<file path="src/rtl/core/slgs_pkg.sv">
// Shared types and constants of the semi-Lagrangian grid sampler.
package slgs_pkg;

	localparam int VAL_W      = 32;
	localparam int VEL_W      = 16;
	localparam int TS_W       = 24;
	localparam int SIZE_REG_W = 9;
	localparam int CFG_DATA_W = 24;
	localparam int CFG_IDX_W  = 2;
	localparam int COORD_IN_W = 8;
	localparam int FRAC_W     = 8;
	localparam int DISP_SHIFT = 16;
	localparam int PROD_W     = VEL_W + TS_W;
	localparam int DISP_W     = PROD_W - DISP_SHIFT;
	localparam int POS_W      = DISP_W + 2;
	localparam int INT_W      = POS_W - FRAC_W;
	localparam int WGT_W      = 2 * FRAC_W + 1;
	localparam int MAC_W      = VAL_W + WGT_W + 1;
	localparam int ACC_W      = MAC_W + 2;
	localparam int ACC_SHIFT  = 2 * FRAC_W;

	localparam logic [SIZE_REG_W-1:0] GRID_RESET = 9'd256;
	localparam logic [FRAC_W:0]       WGT_ONE    = 9'd256;

	typedef enum logic [0:0] {
		OP_WRITE  = 1'b0,
		OP_SAMPLE = 1'b1
	} op_t;

	typedef enum logic [CFG_IDX_W-1:0] {
		CFG_GRID_WIDTH  = 2'd0,
		CFG_GRID_HEIGHT = 2'd1,
		CFG_TIME_SCALE  = 2'd2
	} cfg_idx_t;

	typedef enum logic [2:0] {
		ST_IDLE,
		ST_MUL_X,
		ST_MUL_Y,
		ST_CORNER,
		ST_READ,
		ST_WAIT,
		ST_PUSH
	} state_t;

	typedef struct packed {
		logic load;
		logic mul_en;
		logic mul_y;
		logic corner_x;
		logic corner_y;
	} bt_ctrl_t;

	typedef struct packed {
		logic       clear;
		logic       issue;
		logic       last;
		logic [1:0] corner;
	} bl_ctrl_t;

endpackage

</file>
<file path="src/rtl/core/slgs_blend.sv">
// Bilinear blend: per-corner weight, weight times value, accumulate.
module slgs_blend import slgs_pkg::*; (
	input  logic             clk,
	input  logic             arst_n,
	input  bl_ctrl_t         ctrl,
	input  logic [FRAC_W-1:0] fx,
	input  logic [FRAC_W-1:0] fy,
	input  logic [VAL_W-1:0] rd_data,
	output logic             done,
	output logic [VAL_W-1:0] result
);

	logic [FRAC_W:0]          wx, wy;
	logic [2*FRAC_W+1:0]      wgt_full;
	logic [WGT_W-1:0]         weight_s1;
	logic                     v_s1, v_s2, last_s1, last_s2;
	logic signed [MAC_W-1:0]  prod_s2;
	logic [ACC_W-1:0]         acc_q;
	logic                     done_q;

	assign wx       = ctrl.corner[0] ? {1'b0, fx} : WGT_ONE - {1'b0, fx};
	assign wy       = ctrl.corner[1] ? {1'b0, fy} : WGT_ONE - {1'b0, fy};
	assign wgt_full = wx * wy;

	always_ff @(posedge clk or negedge arst_n) begin
		if (!arst_n) begin
			v_s1    <= 1'b0;
			v_s2    <= 1'b0;
			last_s1 <= 1'b0;
			last_s2 <= 1'b0;
			done_q  <= 1'b0;
		end else begin
			v_s1    <= ctrl.issue;
			v_s2    <= v_s1;
			last_s1 <= ctrl.issue & ctrl.last;
			last_s2 <= last_s1;
			done_q  <= v_s2 & last_s2;
		end
	end

	// weight lines up with the registered memory read of the same corner
	always_ff @(posedge clk) begin
		weight_s1 <= wgt_full[WGT_W-1:0];
		prod_s2   <= $signed(rd_data) * $signed({1'b0, weight_s1});
		if (ctrl.clear) begin
			acc_q <= '0;
		end else if (v_s2) begin
			acc_q <= acc_q + {{(ACC_W - MAC_W){prod_s2[MAC_W-1]}}, prod_s2};
		end
	end

	assign done   = done_q;
	assign result = acc_q[ACC_SHIFT+VAL_W-1:ACC_SHIFT];

endmodule

</file>
<file path="config.mk">
export PLATFORM = sky130hd
export DESIGN_NAME = slgs_blend
export DESIGN_NICKNAME = d
export VERILOG_FILES = /design/src/rtl/core/slgs_pkg.sv /design/src/rtl/core/slgs_blend.sv
export SDC_FILE = /design/constraint.sdc
export NUM_CORES = 2
export LEC_CHECK = 0
export ABC_AREA = 1
export BUFFER_PORTS_ARGS = -buffer_cell sky130_fd_sc_hd__buf_2
export CORE_UTILIZATION = 35
export CTS_CLUSTER_SIZE = 28
export DETAILED_ROUTE_END_ITERATION = 10
export HOLD_SLACK_MARGIN = 0.02
export SYNTH_ARGS = -nofsm -noshare
export SYNTH_HDL_FRONTEND = slang
export SYNTH_SLANG_ARGS = --single-unit
export TNS_END_PERCENT = 50
</file>
<file path="constraint.sdc">
create_clock -name clk -period 7.48 [get_ports clk]
set_input_delay 0.374 -clock clk [delete_from_list [all_inputs] [get_ports clk]]
set_output_delay 0.374 -clock clk [all_outputs]
set_load 0.05 [all_outputs]
</file>
-- After elaboration in Yosys (flattened, before gate mapping)
Cells that the tools add are included.
- bits of input ports: 55
- bits in read-only memories: 0
- memories: 0
- bits in registers: 124
- bits in latches: 0
- bits in writable memories: 0
- output and inout port bits: 33
- $lt $le $gt $ge: 0
- equal/unequal tests: 0
- mux-type cells: 2
- div/mod/pow operators: 0
- bitwise gates (word level): 2
- shift-type cells: 0
- reductions and logical operators: 0
- multipliers: 2
- add/sub/neg operators: 3
- operators with widths (cell ; number):
    $add 52x52->52 ; 1
    $mul 32x18->50 ; 1
    $mux 9 ; 2
    $sub 9x8->9 const A ; 2
    $mul 9x9->17 ; 1
    $and 1x1->1 ; 2

-- Depth between registers and ports, before layout
- word-level depth: 3
- depth in mapped cells: 28
- gate-level depth less buffers: 26

-- Worst setup path after synthesis
No wires, ideal clock.
- path kind: input to register
- start point: input port rd_data[31]
- end point: register prod_s2[42]
- slack: 1842 ps
- required time: 7408 ps
- arrival: 5566 ps
- cell stages on the path: 20
- setup time: 72 ps
- buffers on the path: 2
- cells stage by stage: buf_2 > clkbuf_1 > nand2_1 > fa_1 > fa_1 > inv_1 > fa_1 > fa_1 > fa_1 > inv_1 > fa_1 > inv_1 > ha_1 > nand2_1 > nor2_2 > inv_1 > nor4_2 > nand3_1 > nand3_1 > xor2_1
- word-level cells in the longest chain between the ends: 1
- RTL lines (what ; RTL line ; RTL):
    start: declaration ; slgs_blend.sv:8 ; input logic [VAL_W-1:0] rd_data,
    $mul 32x18->50 ; slgs_blend.sv:44 ; prod_s2 <= $signed(rd_data) * $signed({1'b0, weight_s1});
    end signal: assignment ; slgs_blend.sv:44 ;
    end: declaration ; slgs_blend.sv:17 ; logic signed [MAC_W-1:0] prod_s2;
Every way passes these cells.
A chain may end at the register's enable or synchronous reset.

-- Worst setup path after layout
- start point: register weight_s1[9]
- end point: register prod_s2[40]
- word-level cells in the longest chain between the ends: 1
- RTL lines (what ; RTL line ; RTL):
    start: declaration ; slgs_blend.sv:15 ; logic [WGT_W-1:0] weight_s1;
    start signal: assignment ; slgs_blend.sv:43 ; weight_s1 <= wgt_full[WGT_W-1:0];
    $mul 32x18->50 ; slgs_blend.sv:44 ;
Every way passes these cells.

==> metrics.yaml <==
core_area_mm2: 0.0857
cp_max_fo: 21
drv_cap: 0
cts-htree-levels: 4
clockRootBuffer: "clkbuf_16"
numPlacedInstances: 5389
path_common_cell: "fa_1"
skew_ps: 27.4
final_cell_mix: "inv_1, nand2_1, fa_1, nor2_1, ha_1"
status: "completed"
drt-initial-drc-count: 1472
route.detailed.drc: 0
critPathKind: "register to register"
synth-adder-area-share: 0.448
ys.flop_type: "dfxtp_1"
syn_to_final_growth_pct: 6.24
portBuffers: 87
ys_async_sr_fraction: 0.0424
hold_violations: 0
fp.dieW_um: 297
yosysUniqueCellTypes: 51
fin_cells: 5424
wl_per_cell_um: 16.0
tns_ps: 0
final_common_cell: "inv_1"
num_vias: 24992
antenna_found_initial: 3
cts.sinks: 118
synthMuxAreaShare: 0
syn_inst: 4298
dieArea_mm2: 0.0883
syn_nets: 5110
rrSetupSlack_ps: 590
cts.reportedPaths.clkPinSlew_ps: 80
synth_edf_count: 0
cts_max_path_buffers: 2
place_congestion: 0.943
r2r-start: "weight_s1[9]"
synth_top_family_by_area: "adder cells"
cts_tree: "built"
initial_core_util: 0.356
cp-end-kind: "register"
yosys.area_share.simple: 0.208
drt-total-wl_mm: 86.8
rsz0062_at_grt: "no"
path_cells: "buf_4 > nand2_1 > fa_1 > inv_1 > fa_1 > fa_1 > fa_1 > fa_1 > inv_1 > fa_1 > inv_1 > ha_1 > nand2_1 > nand2_1 > a31oi_1 > o21ai_0 > a31oi_1 > nand3_1 > xor2_1"
post-cts-setup-buffers: 0
numCtsBuffers: 17
die_h_um: 297
first_pass_iters: 5
grt_pass1_wl_mm: 142
worst_pin_slew_ps: 999
synth_xor_area_frac: 0.0268
grt_pass1_vias: 26441
fin_crit_ps: 6890
postRouteAntennaNets: 0
synth_seq_cells: 118
startpoint_type: "register"
synth_area_mm2: 0.0305
drive_above_1_share: 0.0528
yosys_warnings: 0
clk_latency_ps: 480
pin_count: 88
fillCellCount: 9100
maxSlewHeadroom: 0.333
rows: 107
cpPeakStageDelay_ps: 980
worstPathArrival_ps: 7240
max_freq_mhz: 145
grt.overflow.total: 0
hpwl_mm: 73.4
synth.avg_cell_area_um2: 7.09
min_path_type: "primary input to register"
grt_start_max_net_pins: 49
ys_seq_area_frac: 0.0783
fin_crit_sh: 0.921
min-delay-start: "ctrl[2]"
finalSetupViolations: 0
final_nets: 5078
critPathSlowestCell: "dfxtp_1"
crit_path_start: "weight_s1[9]"
vias_per_cell: 4.61
required_ps: 7840
grtUsageTotal: 0.204
slew_viol_final: 0
synth_compound_area_frac: 0.0491
[cell families after synthesis]
group,Yosys count
AOI/OAI and AO/OA,265
xor gates and xnor gates,91
adders and majority gates,757
buffers and inverters,1509
DFF,118
and+or+nand+nor,1558
[worst paths after layout]
path,endpoint,depth (start not counted)
setup / recovery,prod_s2[40],19
hold / removal,last_s1,3
setup reg to reg,prod_s2[40],19
hold reg to reg,last_s2,0
max in group asynchronous,v_s2,2
min in group asynchronous,v_s2,2
[Yosys cell counts (all sizes together) (6+ instances only)]
cell    count  area, um^2
a31oi       6        37.5
xor2       63         559
a21oi     124         636
o21bai     21         158
nor2      302        1200
buf        38         269
xnor2      27         236
inv      1345        5050
clkbuf    126         473
dfxtp     113        2260
a21o        8        61.3
fa        559       11200
nand4      28         175
ha        198        2480
o21ai      93         480
nand2    1092        4160
nor3       19         125
nand3     100         516
[state kept, by name (all words and copies together) (netlist names)]
register / count
v_s2: 1
weight_s1: 17
v_s1: 1
last_s2: 1
prod_s2: 48
done: 1
last_s1: 1
acc_q: 48
[layer usage]
metal  vias to the layer above  share of wire  global-route usage
met3                       121          0.045              0.0229
li1                      12069              -                   -
met1                     12174           0.45               0.268
met5                         -        0.00029                   0
met2                       624           0.48               0.351
met4                         4          0.024              0.0587
[final cells by class]
type / count / area, um^2 / area share
Antenna cell: 1 / 2.50 / 0.0000773
Clock inverter: 13 / 120 / 0.00371
Timing Repair Buffer: 113 / 636 / 0.0196
Clock buffer: 19 / 453 / 0.0140
Inverter: 1345 / 5050 / 0.156
Multi-Input combinational cell: 2671 / 22300 / 0.689
Sequential cell: 118 / 2390 / 0.0737
Tap cell: 1144 / 1430 / 0.0442
[timing repair]
item	in CTS	in global routing
hold endpoints to repair	6	0
setup endpoints to repair	0	0
gates resized for setup	0	0
hold buffers	2	0
[critical path, delay by kind of cell (launching register included)]
kind	cells	cell delay [ps]
fa+ha+maj	7	3540
simple gates	4	580
xor+xnor	1	350
buf+inv	4	490
flops	1	980
compound gates	3	810
[per-stage QoR]
step	utilization	hold slack [ps]	setup WS, ps	cell area, um^2
global route	0.378	98.5	392	32400
detailed placement	0.371	190	714	31800
finish	0.378	107	595	32400
global placement	0.371	192	751	31800
CTS	0.378	77.4	683	32400
floorplan	-	78.4	1840	30500
Power is not shown: default switching activity piles up to over one toggle a cycle in this logic, so the estimate is an artifact.
