$ cat src/rtl/core/slgs_pkg.sv
// Shared types and constants of the semi-Lagrangian grid sampler.
package slgs_pkg;

	localparam int VAL_W      = 32;
	localparam int VEL_W      = 16;
	localparam int TS_W       = 24;
	localparam int SIZE_REG_W = 9;
	localparam int CFG_DATA_W = 24;
	localparam int CFG_IDX_W  = 2;
	localparam int COORD_IN_W = 8;
	localparam int FRAC_W     = 8;
	localparam int DISP_SHIFT = 16;
	localparam int PROD_W     = VEL_W + TS_W;
	localparam int DISP_W     = PROD_W - DISP_SHIFT;
	localparam int POS_W      = DISP_W + 2;
	localparam int INT_W      = POS_W - FRAC_W;
	localparam int WGT_W      = 2 * FRAC_W + 1;
	localparam int MAC_W      = VAL_W + WGT_W + 1;
	localparam int ACC_W      = MAC_W + 2;
	localparam int ACC_SHIFT  = 2 * FRAC_W;

	localparam logic [SIZE_REG_W-1:0] GRID_RESET = 9'd256;
	localparam logic [FRAC_W:0]       WGT_ONE    = 9'd256;

	typedef enum logic [0:0] {
		OP_WRITE  = 1'b0,
		OP_SAMPLE = 1'b1
	} op_t;

	typedef enum logic [CFG_IDX_W-1:0] {
		CFG_GRID_WIDTH  = 2'd0,
		CFG_GRID_HEIGHT = 2'd1,
		CFG_TIME_SCALE  = 2'd2
	} cfg_idx_t;

	typedef enum logic [2:0] {
		ST_IDLE,
		ST_MUL_X,
		ST_MUL_Y,
		ST_CORNER,
		ST_READ,
		ST_WAIT,
		ST_PUSH
	} state_t;

	typedef struct packed {
		logic load;
		logic mul_en;
		logic mul_y;
		logic corner_x;
		logic corner_y;
	} bt_ctrl_t;

	typedef struct packed {
		logic       clear;
		logic       issue;
		logic       last;
		logic [1:0] corner;
	} bl_ctrl_t;

endpackage

$ cat src/rtl/core/slgs_backtrace.sv
// Backtrace datapath: shared velocity multiplier, corner split and edge clamp.
module slgs_backtrace import slgs_pkg::*; #(
	parameter int MAX_DIM = 256
) (
	input  logic                                  clk,
	input  bt_ctrl_t                              ctrl,
	input  logic [COORD_IN_W-1:0]                 cell_x,
	input  logic [COORD_IN_W-1:0]                 cell_y,
	input  logic signed [VEL_W-1:0]               vel_x,
	input  logic signed [VEL_W-1:0]               vel_y,
	input  logic signed [TS_W-1:0]                time_scale,
	input  logic [$clog2(MAX_DIM+1)-1:0]          size_w,
	input  logic [$clog2(MAX_DIM+1)-1:0]          size_h,
	output logic [$clog2(MAX_DIM)-1:0]            x0,
	output logic [$clog2(MAX_DIM)-1:0]            x1,
	output logic [$clog2(MAX_DIM)-1:0]            y0,
	output logic [$clog2(MAX_DIM)-1:0]            y1,
	output logic [FRAC_W-1:0]                     fx,
	output logic [FRAC_W-1:0]                     fy
);

	localparam int CW = $clog2(MAX_DIM);
	localparam int SW = $clog2(MAX_DIM + 1);

	logic [COORD_IN_W-1:0]   cx_q, cy_q;
	logic signed [VEL_W-1:0] vx_q, vy_q;
	logic signed [VEL_W-1:0] mul_a;
	logic signed [PROD_W-1:0] prod;
	logic [DISP_W-1:0]       disp_q;
	logic [COORD_IN_W-1:0]   cc;
	logic [SW-1:0]           lim;
	logic [POS_W-1:0]        pos;
	logic signed [INT_W:0]   ipart;
	logic signed [INT_W:0]   ipart_p1;
	logic [CW-1:0]           lo, hi;
	logic [CW-1:0]           x0_q, x1_q, y0_q, y1_q;
	logic [FRAC_W-1:0]       fx_q, fy_q;

	function automatic logic [CW-1:0] clamp(input logic signed [INT_W:0] c,
		input logic [SW-1:0] l);
		logic signed [INT_W:0] ls;
		ls = $signed({{(INT_W + 1 - SW){1'b0}}, l});
		if (c < 0) begin
			return '0;
		end else if (c > ls) begin
			return CW'(l);
		end
		return CW'(c);
	endfunction

	assign mul_a = ctrl.mul_y ? vy_q : vx_q;
	assign prod  = mul_a * time_scale;

	// traced point in Q.8: cell * 256 - displacement
	assign cc    = ctrl.corner_y ? cy_q : cx_q;
	assign lim   = (ctrl.corner_y ? size_h : size_w) - SW'(1);
	assign pos   = {{(POS_W - COORD_IN_W - FRAC_W){1'b0}}, cc, {FRAC_W{1'b0}}}
		- {{(POS_W - DISP_W){disp_q[DISP_W-1]}}, disp_q};
	assign ipart    = $signed({pos[POS_W-1], pos[POS_W-1:FRAC_W]});
	assign ipart_p1 = ipart + (INT_W + 1)'(1);
	assign lo       = clamp(ipart, lim);
	assign hi       = clamp(ipart_p1, lim);

	always_ff @(posedge clk) begin
		if (ctrl.load) begin
			cx_q <= cell_x;
			cy_q <= cell_y;
			vx_q <= vel_x;
			vy_q <= vel_y;
		end
		if (ctrl.mul_en) begin
			disp_q <= prod[PROD_W-1:DISP_SHIFT];
		end
		if (ctrl.corner_x) begin
			x0_q <= lo;
			x1_q <= hi;
			fx_q <= pos[FRAC_W-1:0];
		end
		if (ctrl.corner_y) begin
			y0_q <= lo;
			y1_q <= hi;
			fy_q <= pos[FRAC_W-1:0];
		end
	end

	assign x0 = x0_q;
	assign x1 = x1_q;
	assign y0 = y0_q;
	assign y1 = y1_q;
	assign fx = fx_q;
	assign fy = fy_q;

endmodule

$ cat config.mk
export PLATFORM = sky130hd
export DESIGN_NAME = slgs_backtrace
export DESIGN_NICKNAME = d
export VERILOG_FILES = /design/src/rtl/core/slgs_pkg.sv /design/src/rtl/core/slgs_backtrace.sv
export SDC_FILE = /design/constraint.sdc
export NUM_CORES = 1
export LEC_CHECK = 0
export ABC_AREA = 1
export BUFFER_PORTS_ARGS = -buffer_cell sky130_fd_sc_hd__buf_4
export CORE_MARGIN = 8
export CORE_UTILIZATION = 55
export CTS_CLUSTER_DIAMETER = 80
export DETAILED_ROUTE_END_ITERATION = 7
export GPL_ROUTABILITY_DRIVEN = 0
export PLACE_DENSITY = 0.8
export SLEW_MARGIN = 20
export SYNTH_ARGS = -nofsm -noshare
export SYNTH_HDL_FRONTEND = slang
export SYNTH_SLANG_ARGS = --single-unit
export TNS_END_PERCENT = 20
$ cat constraint.sdc
create_clock -name clk -period 7.4 [get_ports clk]
set_clock_uncertainty 0.05 [all_clocks]
set_input_delay 0.37 -clock clk [delete_from_list [all_inputs] [get_ports clk]]
set_output_delay 0.37 -clock clk [all_outputs]
set_load 0.01 [all_outputs]
# ---- Yosys cells after proc, flatten, opt, wreduce, memory -nomap -nowiden
# Index checks and enable logic that the tools add are counted.
dict set report op_classes {
  addsub 3
  n_mul 1
  magnitude_cmp 4
  muxes 13
}
# cell n
set ops {}
lappend ops {{8-bit 2-to-1 mux} 7}
lappend ops {{16-bit by 24-bit multiplier with 40-bit output} 1}
lappend ops {{17-bit by 24-bit subtractor with 25-bit output} 1}
lappend ops {{17-bit by 2-bit adder with 18-bit output (second input constant)} 1}
lappend ops {{18-bit by 10-bit > comparator with 1-bit output} 1}
lappend ops {{18-bit by 1-bit less-than comparator with 1-bit output (second input constant)} 1}
lappend ops {{17-bit by 10-bit > comparator with 1-bit output} 1}
lappend ops {{17-bit by 1-bit less-than comparator with 1-bit output (second input constant)} 1}
lappend ops {{16-bit 2-to-1 mux} 1}
lappend ops {{9-bit 2-to-1 mux} 1}
lappend ops {{9-bit by 1-bit subtractor with 9-bit output (second input constant)} 1}
lappend ops {{1-bit 2-to-1 mux} 4}
dict set report totals {
  register_bits 120
  input_bits 96
  out_inout_bits 48
  elab_cells 32
}

# ---- Longest topological paths before layout
dict set report logic_depth {
  depth_word 7
  ltp_mapped 34
}

# ---- Least setup slack after synthesis
# Ideal clock, no wire load.
dict set report synth_path {
  path_type {input -> register}
  startpoint {input port ctrl[2] in the netlist's numbering}
  endpoint {register disp_q[20] (data pin)}
  arrival_ps 6034
  required_ps 7090
  setup_slack_ps 1056
  cell_stages 26
  n_path_buf 2
  path_cell_list {inv_1 -> clkbuf_1 -> or2_2 -> nand2_1 -> inv_1 -> clkbuf_1 -> nand2_1 -> fa_1 -> inv_1 -> fa_1 -> fa_1 -> inv_1 -> fa_1 -> inv_1 -> fa_1 -> inv_1 -> fa_1 -> inv_1 -> ha_1 -> nand2_1 -> nor2_1 -> inv_1 -> nor2_1 -> a2111oi_0 -> nand3_1 -> xor2_1}
}
dict set report synth_between {
  elab_chain_len 2
}
# item line_no
set synth_rtl {}
lappend synth_rtl {{from (decl)} slgs_backtrace.sv:6} ;# input bt_ctrl_t ctrl,
lappend synth_rtl {{16-bit 2-to-1 mux} slgs_backtrace.sv:51} ;# assign mul_a = ctrl.mul_y ? vy_q : vx_q;
lappend synth_rtl {{16-bit by 24-bit multiplier with 40-bit output} slgs_backtrace.sv:52} ;# assign prod = mul_a * time_scale;
lappend synth_rtl {{via prod[36]} slgs_backtrace.sv:28} ;# logic signed [PROD_W-1:0] prod;
lappend synth_rtl {{to (signal assigned)} slgs_backtrace.sv:72} ;# disp_q <= prod[PROD_W-1:DISP_SHIFT];
lappend synth_rtl {{to (decl)} slgs_backtrace.sv:29} ;# logic [DISP_W-1:0] disp_q;
# The timed path passes the listed nets, and every way through them passes these cells.
# A chain may end at the register's enable or synchronous reset.

# ---- Final worst setup path
dict set report layout_path {
  startpoint {register vy_q[11]}
  endpoint {register disp_q[20] (data pin)}
}
dict set report layout_between {
  elab_chain_len 2
}
# item line_no
set layout_rtl {}
lappend layout_rtl {{from (decl)} slgs_backtrace.sv:26} ;# logic signed [VEL_W-1:0] vx_q, vy_q;
lappend layout_rtl {{from (signal assigned)} slgs_backtrace.sv:69} ;# vy_q <= vel_y;
lappend layout_rtl {{16-bit 2-to-1 mux} slgs_backtrace.sv:51}
lappend layout_rtl {{16-bit by 24-bit multiplier with 40-bit output} slgs_backtrace.sv:52}
lappend layout_rtl {{via prod[36]} slgs_backtrace.sv:28}
# The timed path passes the listed nets, and every way through them passes these cells.

==> reports/summary.txt <==
Initial Utilization - 0.5578
CTS tree - done
Io pins - 144
Post-CTS sizing - 0
CP bufs+invs - 5
Vias post-DR - 17.07k
Normalized max-slew margin - 0.4625
Arrival time worst endpoint - 7.01 ns
Post-route DRC - 0
Maxcap violations - 0
Syn Nets - 2984
Total gr overflow - 0
Hold Slack - 0.06935 ns
Final wirelength - 57730 um
CTS buffer count - 17
Hold buffers post-CTS - 0
Synthesis-to-finish area growth - 11.22%
Wire per inst - 19.18 um
Layout cells sized above 1 - 0.1157
Crit share post-route - 0.9314
CP dominant cell by count - fa_1
Crit path launch - vy_q[11]
CP max stage delay - 0.59 ns
Final hold violation count - 0
Post-synth EDFFs - 120
Root Driver - clkbuf_16
Fill count - 2943
Crit Path Max Fanout - 8
Async SR Flop Fraction - 0
Synth cell types - 45
First-pass GRT wire length - 94070 um
Crit Path Category - flop to flop
Die height - 208.5 um
Max Root-Sink Buffers - 2
Die Span X - 208.5 um
Setup tns final - 0 ns
Ys flop type - edfxtp_1
HPWL Detailed - 47300 um
Fin crit period - 6.892 ns
Setup Buffers After CTS - 0
Outcome - finished clean
RSZ-0062 raised after global routing - false
Clock slew at the register clock pins of the worst setup and hold paths - 0.06 ns
Final ANT Viol Nets - 0
Max Slew Vio Count - 0
CP Cell Sequence - or2_2 -> nand2_1 -> clkinv_1 -> buf_4 -> nand2_1 -> fa_1 -> inv_1 -> fa_1 -> fa_1 -> fa_1 -> fa_1 -> inv_1 -> fa_1 -> inv_1 -> ha_1 -> a21o_1 -> a31oi_1 -> o21ai_0 -> a2111oi_0 -> nand3_1 -> xor2_1
Die area - 43450 um2
Largest registers - disp_q x24, vx_q x16, vy_q x16
Clk Latency, worst-skew pair - 0.42 ns
Port-buffer cells - 143
Achievable Freq - 145.1 MHz
Top delay family on crit path - adder cells
Detailed Routing Iterations Pass 1 - 6
Reg-to-Reg Start - vy_q[11]
Largest net degree at the start of global routing - 49
Synthesized flop and latch total - 120
Worst slew pin tran - 0.8062 ns
Inserted Diodes - 0
Synthesized area per cell - 8.520 um2
H-tree Lvls - 4
CP max stage cell - fa_1
Most flop-heavy register - disp_q
Vias per inst - 5.671
Register area share after synthesis - 0.1769
Core Box Area - 36520 um2
Setup-failing EPs final - 0
Hold Crit Start - vel_x[12]
Clock sink count - 120
Synth warn - 0
Nets - 3122
Starting DRC count in detailed routing - 1585
Number of core rows - 70
Initial antenna violation count - 0
Mapped Cells - 2391
Class of the worst hold path - input pin to flop
Startpoint Class - flop
Mapped Area - 20370 um2
Vias in the first global route - 18.48k
Worst Setup End Kind - flop
Max FFs per register - 24
Total track usage - 0.2723
Worst endpoint required time - 7.52 ns
==> Yosys cell counts, drive strengths merged, types with 3 or more instances <==
| cell | number | area share |
|---|---|---|
| a21o | 5 | 0.0018 |
| a21oi | 57 | 0.014 |
| a31oi | 9 | 0.0028 |
| buf | 3 | 0.00074 |
| clkbuf | 52 | 0.0096 |
| clkinv | 6 | 0.0011 |
| edfxtp | 120 | 0.18 |
| fa | 373 | 0.37 |
| ha | 124 | 0.076 |
| inv | 582 | 0.11 |
| mux2 | 8 | 0.0044 |
| mux2i | 8 | 0.0039 |
| nand2 | 486 | 0.092 |
| nand3 | 71 | 0.019 |
| nand3b | 13 | 0.0048 |
| nand4 | 23 | 0.0071 |
| nor2 | 295 | 0.058 |
| nor3 | 10 | 0.0025 |
| o211ai | 4 | 0.0015 |
| o21ai | 42 | 0.010 |
| o21bai | 3 | 0.0011 |
| or2 | 26 | 0.0080 |
| xnor2 | 19 | 0.0082 |
| xor2 | 38 | 0.017 |
==> worst paths after layout <==
path / end / slack, ns / depth (start not counted)
max: disp_q[20] / 0.51 / 21
min: vx_q[12] / 0.07 / 1
max reg2reg: disp_q[20] / 0.51 / 21
min reg2reg: fy[0] / 0.50 / 0
==> placed cells by master (no fill, tap or decap), drive strengths merged, types with 3 or more instances in the layout <==
master and n:
nand3b 13, nand2 486, or2 26, clkbuf 18, ha 124, a21o 5
xnor2 19, nor2 295, fa 373, o21bai 3, edfxtp 120, xor2 38
mux2 8, clkinv 14, buf 174, o21ai 42, a31oi 9, o211ai 4
inv 583, nand4 23, bufinv 3, a21oi 57, mux2i 8, nand3 71
nor3 10
==> per-layer routing <==
| metal | track usage | part of all wire | vias up |
|---|---|---|---|
| met4 | 0.1270 | 0.052 | 0 |
| met1 | 0.3351 | 0.37 | 8319 |
| li1 | - | - | 7406 |
| met3 | 0.06779 | 0.11 | 268 |
| met2 | 0.4477 | 0.46 | 1076 |
| met5 | 0 | 0 | - |
==> per-stage QoR <==
stage,cell area (um2),setup WS (ns),utilization,cells
final,22660,0.5079,0.6203,3010
after global routing,22660,0.1844,0.6203,3010
after CTS,22660,0.6402,0.6203,3010
after detailed placement,22050,0.2627,0.6038,2978
after global placement,22050,0.5296,0.6038,2978
after floorplan,20370,1.056,-,2391
==> cells by family after synthesis <==
group | after synthesis | synth area share
xor gates and xnor gates | 57 | 0.02488
AOI/OAI and AO/OA | 128 | 0.03495
and+or+nand+nor | 930 | 0.1935
adders and majority gates | 497 | 0.4427
DFF | 120 | 0.1769
muxes | 16 | 0.008354
buffers and inverters | 643 | 0.1187
==> final cells by class <==
type,instances,area [um2],share of cell area
Tap cell,468,585.6,0.02584
Clock buffer,18,429.2,0.01894
Sequential cell,120,3603,0.1590
Inverter,588,2207,0.09742
Clock inverter,14,175.2,0.007731
Multi-Input combinational cell,1628,14350,0.6334
Timing Repair Buffer,174,1306,0.05765
Power is not shown: default switching activity piles up to over one toggle a cycle in this logic, so the estimate is an artifact.
